<file path="config.mk">
export PLATFORM = sky130hd
export DESIGN_NAME = http_request_tokenizer_core
export DESIGN_NICKNAME = d
export VERILOG_FILES = /design/src/rtl/httptok_pkg.sv /design/src/rtl/httptok_classify.sv /design/src/rtl/http_request_tokenizer_core.sv
export VERILOG_INCLUDE_DIRS = /design/src /design/src/rtl
export SDC_FILE = /design/constraint.sdc
export NUM_CORES = 1
export LEC_CHECK = 0
export ABC_AREA = 1
export BUFFER_PORTS_ARGS = -buffer_cell sky130_fd_sc_hd__buf_2
export CAP_MARGIN = 20
export CELL_PAD_IN_SITES_DETAIL_PLACEMENT = 1
export CELL_PAD_IN_SITES_GLOBAL_PLACEMENT = 2
export CORE_UTILIZATION = 36
export DETAILED_ROUTE_END_ITERATION = 16
export MAX_ROUTING_LAYER = met4
export PLACE_DENSITY_LB_ADDON = 0.1
export REMOVE_ABC_BUFFERS = 1
export SLEW_MARGIN = 20
export SYNTH_ARGS = -nofsm -noshare
export SYNTH_HDL_FRONTEND = slang
export SYNTH_SLANG_ARGS = --single-unit
export TNS_END_PERCENT = 10
</file>
<file path="constraint.sdc">
create_clock -name clk_i -period 3.2 [get_ports clk_i]
set_clock_uncertainty 0.05 [all_clocks]
set_input_delay 0.64 -clock clk_i [delete_from_list [all_inputs] [get_ports clk_i]]
set_output_delay 0.64 -clock clk_i [all_outputs]
set_load 0.05 [all_outputs]
</file>
<file path="src/rtl/http_request_tokenizer_core_assert.svh">
// assertion macros for the http request tokenizer
// depends on clk_i and rst_ni being visible where a macro is used
`ifndef HTTP_REQUEST_TOKENIZER_CORE_ASSERT_SVH
`define HTTP_REQUEST_TOKENIZER_CORE_ASSERT_SVH

// property checked on every clock, held off while in reset
`define HTTPTOK_ASSERT(lbl, prop, msg) \
  lbl: assert property (@(posedge clk_i) disable iff (!rst_ni) (prop)) else $error(msg);

// property checked on every clock, reset included
`define HTTPTOK_ASSERT_ALWAYS(lbl, prop, msg) \
  lbl: assert property (@(posedge clk_i) (prop)) else $error(msg);

`endif

</file>
<file path="src/rtl/httptok_pkg.sv">
// shared types and constants for the http request tokenizer
// no dependencies
package httptok_pkg;

  // special characters
  localparam logic [7:0] ChSpace = 8'h20;
  localparam logic [7:0] ChCr    = 8'h0D;
  localparam logic [7:0] ChColon = 8'h3A;

  // token class codes
  localparam logic [2:0] ClsMethod  = 3'd0;
  localparam logic [2:0] ClsPath    = 3'd1;
  localparam logic [2:0] ClsVersion = 3'd2;
  localparam logic [2:0] ClsName    = 3'd3;
  localparam logic [2:0] ClsValue   = 3'd4;
  localparam logic [2:0] ClsSep     = 3'd5;
  localparam logic [2:0] ClsBody    = 3'd6;

  // parse phase, one-hot
  typedef enum logic [9:0] {
    PhMethod    = 10'b00_0000_0001,
    PhPath      = 10'b00_0000_0010,
    PhVersion   = 10'b00_0000_0100,
    PhLineLf    = 10'b00_0000_1000,
    PhLineStart = 10'b00_0001_0000,
    PhName      = 10'b00_0010_0000,
    PhColonSkip = 10'b00_0100_0000,
    PhValue     = 10'b00_1000_0000,
    PhBlankLf   = 10'b01_0000_0000,
    PhBody      = 10'b10_0000_0000
  } phase_e;

  // classifier result for one byte
  typedef struct packed {
    logic [2:0] cls;
    logic       first;
    logic       incomplete;
    phase_e     next_phase;
  } tok_res_t;

endpackage

</file>
<file path="src/rtl/httptok_classify.sv">
// per-byte classifier: token class, token start, incomplete flag and next parse phase
// depends on httptok_pkg
module httptok_classify (
  input  httptok_pkg::phase_e   phase_i,
  input  logic                  token_open_i,
  input  logic [7:0]            byte_i,
  input  logic                  last_i,
  output httptok_pkg::tok_res_t res_o
);
  import httptok_pkg::*;

  logic [2:0] cls;
  phase_e     next_phase;

  // phase transition and class of this byte
  always_comb begin
    cls        = ClsSep;
    next_phase = phase_i;
    case (phase_i)
      PhPath: begin
        if (byte_i == ChSpace) begin
          next_phase = PhVersion;
        end else begin
          cls = ClsPath;
        end
      end
      PhVersion: begin
        if (byte_i == ChCr) begin
          next_phase = PhLineLf;
        end else begin
          cls = ClsVersion;
        end
      end
      PhLineLf: begin
        next_phase = PhLineStart;
      end
      PhLineStart: begin
        if (byte_i == ChCr) begin
          next_phase = PhBlankLf;
        end else if (byte_i == ChColon) begin
          next_phase = PhColonSkip;
        end else begin
          cls        = ClsName;
          next_phase = PhName;
        end
      end
      PhName: begin
        if (byte_i == ChColon) begin
          next_phase = PhColonSkip;
        end else if (byte_i == ChCr) begin
          next_phase = PhLineLf;
        end else begin
          cls = ClsName;
        end
      end
      PhColonSkip: begin
        next_phase = (byte_i == ChCr) ? PhLineLf : PhValue;
      end
      PhValue: begin
        if (byte_i == ChCr) begin
          next_phase = PhLineLf;
        end else begin
          cls = ClsValue;
        end
      end
      PhBlankLf: begin
        next_phase = PhBody;
      end
      PhBody: begin
        cls = ClsBody;
      end
      default: begin
        // method phase, and any stray code
        if (byte_i == ChSpace) begin
          next_phase = PhPath;
        end else begin
          cls        = ClsMethod;
          next_phase = PhMethod;
        end
      end
    endcase
  end

  // pack result; separators never start a token
  always_comb begin
    res_o.cls        = cls;
    res_o.first      = (cls != ClsSep) && !token_open_i;
    res_o.incomplete = last_i && (next_phase != PhBody);
    res_o.next_phase = next_phase;
  end

endmodule

</file>
<file path="src/rtl/http_request_tokenizer_core.sv">
// Labels each byte of an HTTP request as method, path, version, header name,
// header value, separator or body. Throughput is one byte per clock while the
// output is not stalled; a byte is held in the input register after its
// transfer, then classified into the result register. The rate is set by the
// update of the parse phase, which advances as each byte leaves the input
// register. The byte marked last returns the parser to the method phase.
// depends on httptok_pkg, httptok_classify and http_request_tokenizer_core_assert.svh
module http_request_tokenizer_core (
  input  logic       clk_i,
  input  logic       rst_ni,
  input  logic       in_valid_i,
  output logic       in_stall_o,
  input  logic [7:0] in_byte_i,
  input  logic       in_last_i,
  output logic       out_valid_o,
  input  logic       out_stall_i,
  output logic [7:0] out_byte_o,
  output logic [2:0] token_class_o,
  output logic       token_first_o,
  output logic       out_last_o,
  output logic       incomplete_o
);
  import httptok_pkg::*;

  `include "http_request_tokenizer_core_assert.svh"

  logic       s1_valid_q;
  logic [7:0] s1_byte_q;
  logic       s1_last_q;
  phase_e     phase_q;
  phase_e     phase_d;
  logic       token_open_q;
  logic       token_open_d;
  logic       out_valid_q;
  logic [7:0] out_byte_q;
  logic [2:0] out_cls_q;
  logic       out_first_q;
  logic       out_last_q;
  logic       out_inc_q;
  logic       out_free;
  logic       s1_move;
  logic       in_xfer;
  tok_res_t   res;

  // pipeline handshake
  assign out_free   = !out_valid_q || !out_stall_i;
  assign s1_move    = s1_valid_q && out_free;
  assign in_stall_o = s1_valid_q && !out_free;
  assign in_xfer    = in_valid_i && !in_stall_o;

  // input register
  always_ff @(posedge clk_i or negedge rst_ni) begin
    if (!rst_ni) begin
      s1_valid_q <= 1'b0;
    end else if (in_xfer) begin
      s1_valid_q <= 1'b1;
    end else if (s1_move) begin
      s1_valid_q <= 1'b0;
    end
  end

  always_ff @(posedge clk_i) begin
    if (in_xfer) begin
      s1_byte_q <= in_byte_i;
      s1_last_q <= in_last_i;
    end
  end

  httptok_classify u_classify (
    .phase_i      (phase_q),
    .token_open_i (token_open_q),
    .byte_i       (s1_byte_q),
    .last_i       (s1_last_q),
    .res_o        (res)
  );

  // parse state update as a byte leaves the input register
  always_comb begin
    phase_d      = phase_q;
    token_open_d = token_open_q;
    if (s1_move) begin
      if (s1_last_q) begin
        phase_d      = PhMethod;
        token_open_d = 1'b0;
      end else begin
        phase_d      = res.next_phase;
        token_open_d = (res.cls != ClsSep);
      end
    end
  end

  always_ff @(posedge clk_i or negedge rst_ni) begin
    if (!rst_ni) begin
      phase_q      <= PhMethod;
      token_open_q <= 1'b0;
    end else begin
      phase_q      <= phase_d;
      token_open_q <= token_open_d;
    end
  end

  // result register
  always_ff @(posedge clk_i or negedge rst_ni) begin
    if (!rst_ni) begin
      out_valid_q <= 1'b0;
    end else if (out_free) begin
      out_valid_q <= s1_valid_q;
    end
  end

  always_ff @(posedge clk_i) begin
    if (s1_move) begin
      out_byte_q  <= s1_byte_q;
      out_cls_q   <= res.cls;
      out_first_q <= res.first;
      out_last_q  <= s1_last_q;
      out_inc_q   <= res.incomplete;
    end
  end

  assign out_valid_o   = out_valid_q;
  assign out_byte_o    = out_byte_q;
  assign token_class_o = out_cls_q;
  assign token_first_o = out_first_q;
  assign out_last_o    = out_last_q;
  assign incomplete_o  = out_inc_q;

  // checks
  `HTTPTOK_ASSERT(a_inc_only_last, out_valid_q && out_inc_q |-> out_last_q, "incomplete on non-last byte")
  `HTTPTOK_ASSERT(a_sep_not_first, out_valid_q && (out_cls_q == ClsSep) |-> !out_first_q, "separator marked as token start")
  `HTTPTOK_ASSERT(a_last_restarts, s1_move && s1_last_q |=> (phase_q == PhMethod) && !token_open_q, "parser did not restart after last byte")
  `HTTPTOK_ASSERT(a_phase_onehot, $onehot(phase_q), "parse phase not one-hot")
  `HTTPTOK_ASSERT_ALWAYS(a_reset_clears, !rst_ni |=> !out_valid_q && !s1_valid_q, "pipeline not empty after reset")

endmodule

</file>
==> results <==
- The count of filler cells inserted in the layout is 594.
- After layout, the design draws a total of 1000 uW.
- In this run the critical register-to-register path is captured at token_first_o.
- The initial antenna violation count is 0.
- The proportion of power drawn by combinational gates is 0.149.
- The combined flip-flop and latch cell area is slightly above 0.001 mm2.
- The number of clock buffers added by TritonCTS is 5.
- The overall fraction of global-route tracks in use is 0.194.
- The worst hold path belongs to the class in -> async.
- For this run, the slowest stage of the critical path takes 410 ps.
- The first global-routing pass estimated 7250 um of wire.
- The remaining global-route overflow is 0.
- The minimum setup slack among reg-to-reg paths is about 1200 ps.
- The cell leakage power is ~0.00097 uW.
- After clock tree synthesis, the clock-pin slew on the worst setup and hold paths is 70 ps.
- Among the stages of the critical path, the cell type that occurs most often is nand2_1.
- The first routing iteration left 53 violations.
- The sequential share of power is 0.550.
- The number of buffers and inverters on the critical path is 2.
- The congestion estimate from routability-driven global placement came to around 0.94.
- By startpoint and endpoint, the worst setup path is classified as reg -> reg.
- The cell type group with the largest total delay on the critical path is simple AND/OR/NAND/NOR gates.
- The cts-stage hold buffer count is 0.
- Setup repair after global routing left no endpoint under its margin.
- The CTS tree is yes.
- At the worst endpoint, the arrival time is around 2000 ps.
- Counting distinct cell types in the post-synthesis netlist gives 25.
- The aggregate negative setup slack is 0 ps.
- Across all hold checks on the routed design, the worst slack comes to between 150 and 200 ps.
- The initial core utilization is 0.374.
- Post-CTS timing repair inserted 0 buffers for setup.
- The number of global-route vias before repair is roughly 1500.
- In this run the power density over the cells is 482 mW/mm2.
- In this run the number of cells on the critical path is 10.
- The number of pins with negative max-slew slack in the final report is 0.
- The full die area is between 0.005 and 0.006 mm2.
- In this run the critical register-to-register path is launched from s1_byte_q[7].
- For the pin with the worst max-slew slack, the measured transition is 749 ps.
- At the worst endpoint, the required time is around 3200 ps.
- The worst setup path is captured at a register.
- The worst supply voltage drop on vdd is between 0.3 and 0.4 mV.
- The chip width is 72.3 um.
- Measured in cells, the most critical reg-to-reg path has a length of 10.
- OpenSTA, run right after detailed placement, puts the worst setup slack at 900 ps.
- The total clock sinks is 36.
- 0 antenna diodes ended up in the layout.
- The synthesis-to-finish area growth is 17.1%.
- The headroom to the max-slew limit is 0.498.
- Along the worst path, the maximum fanout reaches 5.
- Setup violations remaining at the end of the flow were counted as 0.
- The analysis attributes to net switching a power of approximately 280 uW.
- The design area is around 0.0021 mm2.
- Of the total power, the share spent switching nets is 0.283.
- The number of buffers inserted by port buffering is 28.
- The master of the slowest instance on the critical path is edfxtp_1.
- Cell internal power was estimated by the tool at approximately 720 uW.
- Dividing the detail-routed via count by the number of cells gives ~4.8.
- The later pin in the worst-skew pair is clocked with a latency of roughly 280 ps.
- The tree is rooted in a clkbuf_8.
- The maximum buffer depth of the clock tree is 2.
- The largest net degree at the start of global routing is 24.
- The flip-flop and latch count after synthesis is 36.
- Dividing the detail-routed wire length by the instance count gives ~15 um.
- The gate count of the mapped netlist is slightly below 200.
- The die is slightly above 70 um tall.
- The total I/O pin count is 29.
- Once placement finished, the instance area stood at roughly 0.002 mm2.
- The power share of the clock group is 0.300.
- Once detail routing completed, the nets flagged for antenna violations numbered 0.
- Once the clock tree was built, the resizer swapped 0 gates to a different size.
- The flow ran to the end, and the final reports show no timing, DRC or antenna violations.
- The routed wire length is between 4000 and 5000 um.
- The number of rows in the core area is 25.
- The synthesized netlist occupies a cell area of between 0.0015 and 0.002 mm2.
- After the last flow step, the layout net total stands at roughly 240.
- The register area share after synthesis is 0.571.
- For this run, the detailed router's first-pass iteration total came to 4.
- The worst-case setup margin in the final layout is 1240 ps.
- The highest clock rate is between 0.5 and 0.6 GHz.
- The final critical-path required period is between 1500 and 2000 ps.
- The placed wire-length estimate after detailed placement is 3500 um.
- The number of H-tree branching levels is 2.
- The post-detailed-route DRC marker count is 0.
- Averaged over all synthesized cells, the footprint is between 9 and 10 um2.
- The critical path goes through nor2_2, nand2_1, nor2_2, inv_2, nand2_1, a21oi_1, nor3_2, nand3_2, nand2_1, inv_1.
- STA classifies the critical path startpoint as a register.
- The placeable core region is about 0.0048 mm2.
- The tool flagged a number of max-cap violations equal to 0.
- Dividing the final minimum period by the clock period gives 0.612.
- The area taken by multi-input logic gates is between 600 and 700 um2.
- The fraction of layout cells with a size suffix above 1 is 0.278.
- The total count of hold-check failures in the final report was 0.
- The synthesis warning total is 0.
- Across all layers, the routed design uses roughly 1400 vias.
## layer usage
layer	GRT usage	part of all wire	vias to the layer above	routed length, um
met4	0.0741	0.019	0	84
met2	0.317	0.51	25	2220
met5	-	0	-	0
li1	-	-	701	-
met1	0.239	0.44	692	1940
met3	0.0347	0.027	8	118
## cell type report
type / count / share of cell area
flip-flops and latches: 36 / 0.488
multi-input cells: 127 / 0.310
repair buffers: 28 / 0.0672
inverters: 31 / 0.0558
well taps: 67 / 0.0402
clock buffers: 8 / 0.0384
## sequential cells by signal, summed over array words and instances, names as in the netlist, 3 cells and up
signal and flops:
phase_q 10, out_byte_o 8, s1_byte_q 8, token_class_o 3
## logic make-up after synthesis
kind of cell | count (synthesis) | share of synthesized area
AND/OR/NAND/NOR | 109 | 0.305
flip-flops | 36 | 0.571
buffers and inverters | 31 | 0.0653
AO/OA/AOI/OAI | 18 | 0.0583
## worst max path at each step
stage | end | from | slack, ps
finish | token_first_o | s1_byte_q[7] | 1240
CTS | phase_q[4] | out_stall_i | 1200
global placement | phase_q[7] | out_stall_i | 1030
detailed placement | phase_q[4] | out_stall_i | 900
global route | phase_q[7] | out_stall_i | 1060
floorplan | in_stall_o | out_valid_o | 1040
## through the flow
stage / util / instances
floorplan: - / 194
global placement: 0.422 / 289
detailed placement: 0.422 / 289
CTS: 0.438 / 297
global route: 0.438 / 297
finish: 0.438 / 297
## power by group through the flow
stage	clock network [uW]	logic, uW	registers [uW]
final	302	150	552
after floorplan	0	41.3	626
after global placement	0	148	560
after detailed placement	0	153	562
after global routing	333	161	557
after CTS	317	153	553
## worst register-to-register path: cells and delay by family (launching register included)
family	cells	cell delay, ps
AND/OR/NAND/NOR	7	1050
flip-flops	1	410
buffers and inverters	2	150
AO/OA/AOI/OAI	1	70
## cells in the final DEF (no fill, tap or decap)
cell type,Yosys,layout
o21ai_0,7,7
edfxtp_1,23,23
nor2_4,4,4
nor4_1,1,1
o22ai_1,5,5
nor2_1,23,23
or2_4,1,1
nand3_1,14,14
nor2_2,7,7
nor3_2,1,1
nand2_2,8,8
a22oi_2,1,1
nand2_1,42,42
clkbuf_8,0,5
nand4_1,1,1
buf_2,0,28
inv_1,26,26
clkbuf_1,0,3
nand3_2,3,3
o21ai_1,1,1
a21oi_1,4,4
inv_2,4,4
nand2_4,1,1
dfrtp_1,12,12
dfstp_2,1,1
nor3_1,2,2
clkinv_1,1,1
nand3b_1,1,1
## Yosys cell counts
cell | instances | area share
nand2_1 | 42 | 0.089
inv_1 | 26 | 0.055
edfxtp_1 | 23 | 0.39
nor2_1 | 23 | 0.048
nand3_1 | 14 | 0.039
dfrtp_1 | 12 | 0.17
nand2_2 | 8 | 0.028
nor2_2 | 7 | 0.025
o21ai_0 | 7 | 0.020
o22ai_1 | 5 | 0.018
a21oi_1 | 4 | 0.011
inv_2 | 4 | 0.0084
nor2_4 | 4 | 0.025
nand3_2 | 3 | 0.017
nor3_1 | 2 | 0.0056
a22oi_2 | 1 | 0.0070
clkinv_1 | 1 | 0.0021
dfstp_2 | 1 | 0.015
nand2_4 | 1 | 0.0063
nand3b_1 | 1 | 0.0042
nand4_1 | 1 | 0.0035
nor3_2 | 1 | 0.0056
nor4_1 | 1 | 0.0035
o21ai_1 | 1 | 0.0028
or2_4 | 1 | 0.0049
No activity file was read; power rests on OpenSTA's default activity.
